==> src/hw/rtl/gwa_pkg.sv <==
// shared types, constants and helper functions of the gravity well block
package gwa_pkg;

  localparam int unsigned POS_WIDTH_DEF = 32;
  localparam int unsigned CFG_ADDR_W    = 3;
  localparam int unsigned CFG_DATA_W    = 32;
  localparam int unsigned QUEUE_DEPTH   = 4;
  localparam int unsigned LOG_STEPS     = 16;
  localparam int unsigned EXP_STEPS     = 16;

  // register indexes of the configuration port
  typedef enum logic [CFG_ADDR_W-1:0] {
    REG_WELL_X    = 3'd0,
    REG_WELL_Y    = 3'd1,
    REG_STRENGTH  = 3'd2,
    REG_FALLOFF   = 3'd3,
    REG_TIME_STEP = 3'd4
  } reg_idx_e;

  localparam logic [15:0] FALLOFF_RST = 16'h2000;   // 2.0 in Q4.12
  localparam logic [16:0] FALLOFF_ONE = 17'd4096;   // 1.0 in Q4.12
  // 32.0 in Q.16, turns log2 of dist^2 (raw) into log2 of dist^2 in real units
  localparam logic signed [23:0] LOG_BIAS = 24'sd2097152;
  localparam logic signed [46:0] EXP_BIAS = 47'sd35184372088832;  // 2^45
  localparam logic signed [17:0] GI_BIAS  = 18'sd65536;
  localparam logic signed [19:0] SHIFT_BIAS = 20'sd63;

  // configuration seen by the back end
  typedef struct packed {
    logic [31:0] strength;
    logic [15:0] falloff;
    logic [23:0] time_step;
  } cfg_t;

  // classified body word passed from front to back
  typedef struct packed {
    logic        zero;
    logic        neg_x;
    logic        neg_y;
    logic [31:0] abs_x;
    logic [31:0] abs_y;
  } item_t;

  // 2^(2^-(k+1)) in 1.31
  function automatic logic [31:0] exp2_frac(input logic [3:0] k);
    logic [31:0] r;
    case (k)
      4'd0:    r = 32'd3037000500;
      4'd1:    r = 32'd2553802833;
      4'd2:    r = 32'd2341847524;
      4'd3:    r = 32'd2242560891;
      4'd4:    r = 32'd2194507417;
      4'd5:    r = 32'd2170880222;
      4'd6:    r = 32'd2159144272;
      4'd7:    r = 32'd2153306067;
      4'd8:    r = 32'd2150392887;
      4'd9:    r = 32'd2148937775;
      4'd10:   r = 32'd2148210589;
      4'd11:   r = 32'd2147847086;
      4'd12:   r = 32'd2147665360;
      4'd13:   r = 32'd2147574501;
      4'd14:   r = 32'd2147529074;
      default: r = 32'd2147506361;
    endcase
    return r;
  endfunction

  // index of the top set bit, zero for a zero word
  function automatic logic [6:0] msb_index(input logic [64:0] v);
    logic [6:0] idx;
    idx = '0;
    for (int i = 0; i < 65; i++) begin
      if (v[i]) idx = 7'(i);
    end
    return idx;
  endfunction

endpackage

==> src/hw/rtl/gwa_front.sv <==
// front end: configuration registers and body offset classification
module gwa_front #(
  parameter int unsigned POS_WIDTH = gwa_pkg::POS_WIDTH_DEF
) (
  input  logic                            clk_i,
  input  logic                            rst_ni,
  input  logic                            cfg_valid_i,
  output logic                            cfg_ready_o,
  input  logic [gwa_pkg::CFG_ADDR_W-1:0]  cfg_addr_i,
  input  logic [gwa_pkg::CFG_DATA_W-1:0]  cfg_data_i,
  input  logic [POS_WIDTH-1:0]            body_x_i,
  input  logic [POS_WIDTH-1:0]            body_y_i,
  output gwa_pkg::item_t                  item_o,
  output gwa_pkg::cfg_t                   cfg_o
);
  import gwa_pkg::*;

  localparam int unsigned PW = (POS_WIDTH > 32) ? 32 : POS_WIDTH;

  logic [31:0] well_x_q, well_y_q, strength_q;
  logic [15:0] falloff_q;
  logic [23:0] time_step_q;

  assign cfg_ready_o = 1'b1;

  // register writes
  always_ff @(posedge clk_i or negedge rst_ni) begin
    if (!rst_ni) begin
      well_x_q    <= '0;
      well_y_q    <= '0;
      strength_q  <= '0;
      falloff_q   <= FALLOFF_RST;
      time_step_q <= '0;
    end else if (cfg_valid_i) begin
      case (reg_idx_e'(cfg_addr_i))
        REG_WELL_X:    well_x_q    <= cfg_data_i;
        REG_WELL_Y:    well_y_q    <= cfg_data_i;
        REG_STRENGTH:  strength_q  <= cfg_data_i;
        REG_FALLOFF:   falloff_q   <= cfg_data_i[15:0];
        REG_TIME_STEP: time_step_q <= cfg_data_i[23:0];
        default: ;
      endcase
    end
  end

  assign cfg_o = '{strength: strength_q, falloff: falloff_q, time_step: time_step_q};

  // sign extended positions and offsets
  logic signed [32:0] wx, wy, bx, by, dx, dy;
  assign wx = $signed({{(33-PW){well_x_q[PW-1]}}, well_x_q[PW-1:0]});
  assign wy = $signed({{(33-PW){well_y_q[PW-1]}}, well_y_q[PW-1:0]});
  assign bx = $signed({{(33-PW){body_x_i[PW-1]}}, body_x_i[PW-1:0]});
  assign by = $signed({{(33-PW){body_y_i[PW-1]}}, body_y_i[PW-1:0]});
  assign dx = wx - bx;
  assign dy = wy - by;

  // magnitude, sign and zero vector flag
  logic [32:0] nx, ny;
  assign nx = 33'(-dx);
  assign ny = 33'(-dy);
  always_comb begin
    item_o.zero  = (dx == '0) && (dy == '0);
    item_o.neg_x = dx[32];
    item_o.neg_y = dy[32];
    item_o.abs_x = dx[32] ? nx[31:0] : dx[31:0];
    item_o.abs_y = dy[32] ? ny[31:0] : dy[31:0];
  end

endmodule

==> config.mk <==
export PLATFORM = sky130hd
export DESIGN_NAME = gwa_front
export DESIGN_NICKNAME = d
export VERILOG_FILES = /design/src/hw/rtl/gwa_pkg.sv /design/src/hw/rtl/gwa_front.sv
export SDC_FILE = /design/constraint.sdc
export NUM_CORES = 1
export LEC_CHECK = 0
export BUFFER_PORTS_ARGS = -buffer_cell sky130_fd_sc_hd__buf_4
export CELL_PAD_IN_SITES_DETAIL_PLACEMENT = 0
export CELL_PAD_IN_SITES_GLOBAL_PLACEMENT = 2
export CORE_MARGIN = 3
export CORE_UTILIZATION = 36
export DETAILED_ROUTE_END_ITERATION = 8
export PLACE_DENSITY_LB_ADDON = 0.08
export SLEW_MARGIN = 20
export SYNTH_ARGS = -nofsm -noshare
export SYNTH_HDL_FRONTEND = slang
export SYNTH_SLANG_ARGS = --single-unit
==> constraint.sdc <==
create_clock -name clk_i -period 13.9 [get_ports clk_i]
set_input_delay 2.085 -clock clk_i [delete_from_list [all_inputs] [get_ports clk_i]]
set_output_delay 2.085 -clock clk_i [all_outputs]
set_load 0.01 [all_outputs]
==> metrics.txt <==
area fraction of the dominant cell type after synthesis 31.6%; Detailed Place HPWL 26700 um; Worst Clk Skew 0 ps; critical path arrival 6440 ps; CP startpoint kind primary input; Tcrit/Tclk final between 60% and 70%; first-pass GRT wire length 50800 um; setup violators final 0; Synth-to-Final Area Change 25.6%; CTS Hold Bufs 0; Post-synth EDFFs 0; Die W around 180 um; share of cells above drive strength 1 30.6%; Post-Syn Nets 1355; maximum clock rate ~0.12 GHz; post-synthesis sequential area ratio 31.9%; CP max FO 19; clock network fraction of total power 18.5%; initial drt markers just under 400; crit path cell chain buf_4 > ha_1 > fa_1 > nand2b_2 > a21oi_1 > o211ai_1 > a31oi_1 > and4_1 > o21ai_0 > a31oi_2 > inv_1 > nor3_1 > nor4b_2 > buf_4; slew at the pin closest to its max-slew limit just over 1000 ps; First-pass DRT Iterations 5; Total Routing Usage GR between 20% and 30%; Worst slew margin 31.0%; drt total wl 32900 um; sw frac 41.2%; minimum clock period 8530 ps; Main synth FF type dfrtp_1; CTS tree yes; initial antenna violation count 0; worst vdd ir roughly 0.097 mV; clk buf depth 2; outcome finished clean; dpl ws approximately 5400 ps; setup TNS 0 ps; sequential group share of total power between 20% and 30%; critical path type primary input to output pin; leading cell type in the layout, fill and taps excluded buf_4; CTS Buf Count 17; Pleak 6.14 nW; total vias in the final route 9355; fin. max-slew vios 0; max cap viols 0; Crit path top cell by count buf_4; core area 28900 sq um; Critical Path RT 11810 ps; Hold Fails Final Rpt 0; Crit-path slowest cell a31oi_2; crit path buf inv count 3; Hold Path Stages 1; P_sw 0.980 mW; Max H-tree Level 4; Die H 178 um; Hold WC Path Type flip-flop to flip-flop; YS warnings 0; Yosys cell types 77; power density cells ~180 nW/um^2; placer congestion estimate 0.819; mean post-synth cell area roughly 9 sq um; Resized cells post-CTS 0; Syn Inst Count 1183; # IOs 242; routed len/inst 18.3 um; DRC 0; top post-synthesis cells by area dfrtp_1, mux2_2, ha_1; post-route setup slack 5370 ps; Via density 5.20; Rows 62; fin nets 1573; postcts setup bufs 0; RSZ-0062 raised after global routing false; Clk Latency, worst-skew pair 410 ps; vias in the first global route 9374; biggest cell delay along the critical path 840 ps; Combinational Power Share 58.9%; FF+latch count, synth 136; root buffer cell clkbuf_16; largest net degree at the start of global routing between 70 and 80; top cell type by total area after synthesis dfrtp_1; internal power 1.40 mW; PortBufs between 200 and 250; Starting Density 36.9%; commonest cells after routing, fill and taps aside buf_4, dfrtp_1, mux2_2, nand2_1, a21oi_1; CTS Sinks 136; Worst Reg-to-Reg Cells 1; Crit path max-delay family compound AO/OA/AOI/OAI gates; Clk pin slew, worst setup/hold paths 60 ps; ANT cells 0; critical path depth 14; Final ANT Viol Nets 0; total grt overflow 0; post-synthesis instance area 10700 sq um; crit end category output pin; async set or reset register ratio after synthesis 100%; Die ar. 31800 sq um
logic make-up after synthesis:
| kind of cell | synth area share, % |
|---|---|
| buf+inv | 4.78 |
| compound gates | 16.9 |
| flops | 31.9 |
| xor+xnor | 8.61 |
| mux | 14.4 |
| fa+ha+maj | 8.34 |
| other cells | 0.0351 |
| simple gates | 15.0 |
worst paths after layout:
check	from	end	slack, ps
worst max-delay path	body_x_i[0]	item_o[66]	5370
worst min-delay path	time_step_q[21]	time_step_q[21]	510
worst max register to register	falloff_q[14]	falloff_q[14]	13090
worst min register to register	time_step_q[21]	time_step_q[21]	510
max in group asynchronous	rst_ni	well_x_q[5]	10880
min in group asynchronous	rst_ni	well_y_q[30]	1670
registers in the layout (all words and copies together), names as in the netlist:
| name | flops |
|---|---|
| strength_q | 32 |
| well_y_q | 32 |
| time_step_q | 24 |
| well_x_q | 32 |
| falloff_q | 16 |
stage by stage:
stage	instance area, sq um	power (mW)	std cells	utilization (%)	hold slack (ps)
floorplan	10700	1.41	1183	-	485
global placement	12800	1.96	1766	44.3	489
detailed placement	12800	1.96	1766	44.4	497
CTS	13400	2.41	1798	46.4	510
global route	13400	2.57	1798	46.4	519
finish	13400	2.38	1798	46.4	507
per-layer routing:
| metal | wire length [um] | vias up | GRT usage (%) |
|---|---|---|---|
| met5 | 0 | - | 0 |
| met4 | 500 | 0 | 4.74 |
| met3 | 2250 | 27 | 5.62 |
| met2 | 15100 | 222 | 33.7 |
| met1 | 15000 | 4440 | 26.4 |
| li1 | - | 4666 | - |
cells in the mapped netlist, types with 11 or more instances:
cell,n
a211oi_1,15
a21o_1,17
a21oi_1,91
a31oi_1,14
clkbuf_1,38
dfrtp_1,135
ha_1,68
inv_1,88
mux2_2,132
nand2_1,92
nand3_1,31
nor2_1,75
nor2b_1,11
nor3_1,21
nor4_1,11
o21ai_0,63
o31ai_1,11
xnor2_1,64
xor2_1,41
power groups by stage:
stage / Sequential (mW) / Combinational, mW / Clock [mW]
2_1_floorplan: 0.550 / 0.856 / 0
3_3_place_gp: 0.542 / 1.41 / 0
3_5_place_dp: 0.545 / 1.42 / 0
4_1_cts: 0.540 / 1.42 / 0.450
5_1_grt: 0.549 / 1.55 / 0.468
6_report: 0.537 / 1.40 / 0.441
area by class of cell:
type | count | area, sq um
clock buffer | 20 | 457
clock inverter | 12 | 118
fill | 2867 | 15500
inverter | 88 | 330
multi-input combinational | 915 | 6800
sequential | 136 | 3400
tap | 384 | 480
timing repair buffer | 243 | 1830
No activity file was read; power rests on OpenSTA's default activity.
