File: config.mk
export PLATFORM = sky130hd
export DESIGN_NAME = gwa_queue
export DESIGN_NICKNAME = d
export VERILOG_FILES = /design/src/hw/rtl/gwa_pkg.sv /design/src/hw/rtl/gwa_queue.sv
export SDC_FILE = /design/constraint.sdc
export NUM_CORES = 1
export LEC_CHECK = 0
export ABC_AREA = 1
export BUFFER_PORTS_ARGS = -buffer_cell sky130_fd_sc_hd__buf_2
export CAP_MARGIN = 20
export CORE_MARGIN = 5
export CORE_UTILIZATION = 52
export CTS_CLUSTER_DIAMETER = 200
export CTS_CLUSTER_SIZE = 8
export DETAILED_ROUTE_END_ITERATION = 8
export GPL_ROUTABILITY_DRIVEN = 0
export HOLD_SLACK_MARGIN = 0.15
export PLACE_DENSITY = 0.84
export SETUP_SLACK_MARGIN = 0.2
export SLEW_MARGIN = 20
export SYNTH_ARGS = -nofsm -noshare
export SYNTH_HDL_FRONTEND = slang
export SYNTH_SLANG_ARGS = --single-unit
File: constraint.sdc
create_clock -name clk_i -period 4.05 [get_ports clk_i]
set_clock_uncertainty 0.15 [all_clocks]
set_input_delay 1.0125 -clock clk_i [delete_from_list [all_inputs] [get_ports clk_i]]
set_output_delay 1.0125 -clock clk_i [all_outputs]
set_load 0.05 [all_outputs]
File: src/hw/rtl/gwa_pkg.sv
// shared types, constants and helper functions of the gravity well block
package gwa_pkg;

  localparam int unsigned POS_WIDTH_DEF = 32;
  localparam int unsigned CFG_ADDR_W    = 3;
  localparam int unsigned CFG_DATA_W    = 32;
  localparam int unsigned QUEUE_DEPTH   = 4;
  localparam int unsigned LOG_STEPS     = 16;
  localparam int unsigned EXP_STEPS     = 16;

  // register indexes of the configuration port
  typedef enum logic [CFG_ADDR_W-1:0] {
    REG_WELL_X    = 3'd0,
    REG_WELL_Y    = 3'd1,
    REG_STRENGTH  = 3'd2,
    REG_FALLOFF   = 3'd3,
    REG_TIME_STEP = 3'd4
  } reg_idx_e;

  localparam logic [15:0] FALLOFF_RST = 16'h2000;   // 2.0 in Q4.12
  localparam logic [16:0] FALLOFF_ONE = 17'd4096;   // 1.0 in Q4.12
  // 32.0 in Q.16, turns log2 of dist^2 (raw) into log2 of dist^2 in real units
  localparam logic signed [23:0] LOG_BIAS = 24'sd2097152;
  localparam logic signed [46:0] EXP_BIAS = 47'sd35184372088832;  // 2^45
  localparam logic signed [17:0] GI_BIAS  = 18'sd65536;
  localparam logic signed [19:0] SHIFT_BIAS = 20'sd63;

  // configuration seen by the back end
  typedef struct packed {
    logic [31:0] strength;
    logic [15:0] falloff;
    logic [23:0] time_step;
  } cfg_t;

  // classified body word passed from front to back
  typedef struct packed {
    logic        zero;
    logic        neg_x;
    logic        neg_y;
    logic [31:0] abs_x;
    logic [31:0] abs_y;
  } item_t;

  // 2^(2^-(k+1)) in 1.31
  function automatic logic [31:0] exp2_frac(input logic [3:0] k);
    logic [31:0] r;
    case (k)
      4'd0:    r = 32'd3037000500;
      4'd1:    r = 32'd2553802833;
      4'd2:    r = 32'd2341847524;
      4'd3:    r = 32'd2242560891;
      4'd4:    r = 32'd2194507417;
      4'd5:    r = 32'd2170880222;
      4'd6:    r = 32'd2159144272;
      4'd7:    r = 32'd2153306067;
      4'd8:    r = 32'd2150392887;
      4'd9:    r = 32'd2148937775;
      4'd10:   r = 32'd2148210589;
      4'd11:   r = 32'd2147847086;
      4'd12:   r = 32'd2147665360;
      4'd13:   r = 32'd2147574501;
      4'd14:   r = 32'd2147529074;
      default: r = 32'd2147506361;
    endcase
    return r;
  endfunction

  // index of the top set bit, zero for a zero word
  function automatic logic [6:0] msb_index(input logic [64:0] v);
    logic [6:0] idx;
    idx = '0;
    for (int i = 0; i < 65; i++) begin
      if (v[i]) idx = 7'(i);
    end
    return idx;
  endfunction

endpackage

File: src/hw/rtl/gwa_queue.sv
// short queue of classified body words between front and back
module gwa_queue (
  input  logic           clk_i,
  input  logic           rst_ni,
  input  logic           push_valid_i,
  output logic           push_ready_o,
  input  gwa_pkg::item_t push_item_i,
  output logic           pop_valid_o,
  input  logic           pop_i,
  output gwa_pkg::item_t pop_item_o
);
  import gwa_pkg::*;

  localparam int unsigned AW = $clog2(QUEUE_DEPTH);

  item_t         mem_q [QUEUE_DEPTH];
  logic [AW-1:0] wr_ptr_q, rd_ptr_q;
  logic [AW:0]   count_q;
  logic          push, pop;

  assign push_ready_o = (count_q != AW'(0) + (AW+1)'(QUEUE_DEPTH));
  assign pop_valid_o  = (count_q != '0);
  assign push         = push_valid_i && push_ready_o;
  assign pop          = pop_i && pop_valid_o;
  assign pop_item_o   = mem_q[rd_ptr_q];

  // storage
  always_ff @(posedge clk_i) begin
    if (push) mem_q[wr_ptr_q] <= push_item_i;
  end

  // pointers and fill count
  always_ff @(posedge clk_i or negedge rst_ni) begin
    if (!rst_ni) begin
      wr_ptr_q <= '0;
      rd_ptr_q <= '0;
      count_q  <= '0;
    end else begin
      if (push) wr_ptr_q <= wr_ptr_q + AW'(1);
      if (pop)  rd_ptr_q <= rd_ptr_q + AW'(1);
      if (push && !pop)      count_q <= count_q + (AW+1)'(1);
      else if (pop && !push) count_q <= count_q - (AW+1)'(1);
    end
  end

endmodule

==> flow_metrics.tcl <==
set metrics [dict create \
    run_status "finished, final reports clean" \
    crit_required_ps 2890 \
    synth.ff_latch_count 275 \
    synth_area_um2 11000 \
    synth-warning-count 0 \
    power.switching_fraction 0.426 \
    post_cts.repair.setup_buffers 0 \
    detail_route.drc_violations 0 \
    grt_pass1_wl_mm 34.2 \
    drv_cap 0 \
    grt_usage 0.179 \
    buffer_ports.inserted 139 \
    pin_count_of_the_biggest_net_entering_global_routing 79 \
    final_worst_path_cycle_share 0.867 \
    rows 53 \
    p_clk_frac 0.247 \
    floorplan.initialDensity 0.525 \
    worst_setup_path_start_kind "flop" \
    firstDrtPassIters 5 \
    area_delta_synth_final_pct 18.8 \
    ant_nets 0 \
    cts-hold-fix-buffers 0 \
    drt_wl_total_mm 21.7 \
    routed-wl-met3_mm 1.54 \
    power.leakage_nw 5.31 \
    netlist-cell-type-count 18 \
    combinationalPowerShare 0.414 \
    num-nets-final 1064 \
    hold_path.class "in -> async" \
    final_cells 1270 \
    power.switching_mw 4.89 \
    category_of_the_critical_setup_timing_path "reg -> out" \
    drive_above_1_share 0.198 \
    clk_latency_ps 500 \
    clk_root_buffer_cell "sky130_fd_sc_hd__clkbuf_16" \
    globalRoute.totalOverflow 0 \
    detailroute.via_count 6636 \
    rr_startpoint "count_q[0]" \
    fin_util 0.624 \
    grt_pass1_vias 6741 \
    cellInternalPower_mw 6.60 \
    met2RoutedLength_mm 11.4 \
    core_area_um2 21000 \
    worst_setup_hold_path_clk_slew_ps 50 \
    report.final.hold_viol_count 0 \
    cts-buffers-inserted 40 \
    yosysSeqAreaShare 0.747 \
    reg2reg_slack_ps 1670 \
    period_minus_slack_ps 3510 \
    post-dp-hpwl_mm 12.5 \
    critPathMaxFanout 78 \
    pwr_density_cell_nw_per_um2 879 \
    wl_met1_mm 8.28 \
    highest_layer "met5" \
    seqPwrFrac 0.339 \
    stdcell_area_um2 13100 \
    wl_per_cell_um 17.1 \
    grt_setup_unrepaired "false" \
    worst_slew_pin_slew_ps 833 \
    worst_r2r_endpoint "count_q[2]" \
    cts_tree "yes" \
    maxSlewViolCount 0 \
    avgViaCountPerCell 5.23 \
    syn_nets 918 \
    num-fill-cells 1554 \
    finalSetupViolations 0 \
    cts_max_path_buffers 3 \
    arrival_ps 2350 \
    maxClockFrequency_mhz 285 \
    initial_antenna_violation_count 3 \
    numPlacedInstances 1220 \
    die_w_um 155 \
    place_area_um2 12000 \
    h-tree-depth 2 \
    irDropWorstVdd_mv 0.822 \
    clock_sinks 275 \
    post_syn_area_per_cell_um2 13.1 \
    die-area_um2 24200 \
    reg2reg_depth 11 \
    end_kind "output port" \
    boundaryPins 140 \
    slew-limit-headroom 0.444 \
    post_cts_resize_count 0 \
    drt_iter0_drc 390 \
    total_power_mw 11.5 \
    final.setup.tns_ps 0 \
    post_synth_inst_count 841 \
    chip_height_um 155 \
]
per-layer routing:
layer | GRT usage | vias up
met3 | 0.0439 | 39
met4 | 0.0567 | 4
li1 | - | 3211
met1 | 0.208 | 3173
met2 | 0.328 | 209
met5 | 0 | -
placed cells by master, fill, tap and decap left out:
cell type and instances:
sky130_fd_sc_hd__buf_12 8, sky130_fd_sc_hd__buf_2 139, sky130_fd_sc_hd__buf_4 1, sky130_fd_sc_hd__clkbuf_1 7
sky130_fd_sc_hd__clkbuf_16 41, sky130_fd_sc_hd__clkinvlp_4 1, sky130_fd_sc_hd__dfrtp_1 6, sky130_fd_sc_hd__dfrtp_2 1
sky130_fd_sc_hd__diode_2 1, sky130_fd_sc_hd__edfxtp_1 268, sky130_fd_sc_hd__fa_1 1, sky130_fd_sc_hd__ha_1 5
sky130_fd_sc_hd__inv_1 148, sky130_fd_sc_hd__inv_2 1, sky130_fd_sc_hd__inv_6 1, sky130_fd_sc_hd__nand2_1 218
sky130_fd_sc_hd__nand3_1 7, sky130_fd_sc_hd__nand4_1 1, sky130_fd_sc_hd__nor2_4 4, sky130_fd_sc_hd__o211ai_1 134
sky130_fd_sc_hd__o21ai_0 1, sky130_fd_sc_hd__xnor2_1 1
logic make-up after synthesis:
| logic type | Yosys count | share of synthesized area |
|---|---|---|
| flops | 275 | 0.747 |
| xor+xnor | 1 | 0.000796 |
| fa+ha+maj | 6 | 0.00751 |
| buf+inv | 194 | 0.0730 |
| simple gates | 230 | 0.0795 |
| compound gates | 135 | 0.0919 |
synth_stat cells:
cell type	instances	share of area
sky130_fd_sc_hd__edfxtp_1	268	0.73
sky130_fd_sc_hd__nand2_1	218	0.074
sky130_fd_sc_hd__inv_1	148	0.050
sky130_fd_sc_hd__o211ai_1	134	0.091
sky130_fd_sc_hd__buf_2	27	0.012
sky130_fd_sc_hd__dfrtp_1	7	0.016
sky130_fd_sc_hd__nand3_1	7	0.0032
sky130_fd_sc_hd__buf_1	5	0.0017
sky130_fd_sc_hd__buf_4	5	0.0034
sky130_fd_sc_hd__ha_1	5	0.0057
sky130_fd_sc_hd__clkbuf_1	4	0.0014
sky130_fd_sc_hd__nor2_1	4	0.0014
sky130_fd_sc_hd__buf_6	3	0.0031
sky130_fd_sc_hd__inv_2	2	0.00068
sky130_fd_sc_hd__fa_1	1	0.0018
sky130_fd_sc_hd__nand4_1	1	0.00057
sky130_fd_sc_hd__o21ai_0	1	0.00045
sky130_fd_sc_hd__xnor2_1	1	0.00080
metrics by stage:
| step | worst slack, ps | hold WS [ps] |
|---|---|---|
| after floorplan | -617 | 313 |
| after detailed placement | 1080 | 357 |
| after CTS | 544 | 174 |
| after global routing | 394 | 184 |
| final | 538 | 193 |
| after global placement | 1120 | 337 |
worst max path at each step:
stage | start | to | slack, ps | depth (start not counted)
2_1_floorplan | count_q[0] | mem_q[0][0] | -620 | 4
3_5_place_dp | rd_ptr_q[0] | pop_item_o[41] | 1080 | 5
3_3_place_gp | rd_ptr_q[1] | pop_item_o[47] | 1120 | 5
5_1_grt | rd_ptr_q[0] | pop_item_o[41] | 390 | 5
6_report | rd_ptr_q[0] | pop_item_o[41] | 540 | 5
4_1_cts | rd_ptr_q[0] | pop_item_o[41] | 540 | 5
layout make-up:
type / count / area (µm²) / share of cell area
diodes: 1 / 2.50 / 0.000191
repair buffers: 148 / 863 / 0.0661
well taps: 275 / 344 / 0.0263
clock inverters: 1 / 7.51 / 0.000574
multi-input cells: 372 / 2010 / 0.154
flip-flops and latches: 275 / 8220 / 0.629
clock buffers: 48 / 1050 / 0.0805
inverters: 150 / 568 / 0.0435
power groups by stage:
stage	combinational (mW)	sequential, mW	clock [mW]
5_1_grt	5.13	3.93	3.03
3_3_place_gp	4.73	3.91	0
3_5_place_dp	4.81	3.94	0
6_report	4.75	3.89	2.84
2_1_floorplan	3.66	3.96	0
4_1_cts	4.82	3.89	2.91
flip-flops by register name (all words and copies together), names as in the netlist:
register and cells:
count_q 3, mem_q 268, rd_ptr_q 2, wr_ptr_q 2
worst max-delay path: stages, from the launching register on:
cell                       delay (ps)
sky130_fd_sc_hd__dfrtp_1          440
sky130_fd_sc_hd__inv_6            450
sky130_fd_sc_hd__buf_12           330
sky130_fd_sc_hd__o211ai_1         140
sky130_fd_sc_hd__nand2_1          150
sky130_fd_sc_hd__buf_2            280
Note: power is estimated with default switching activity, not from simulation.
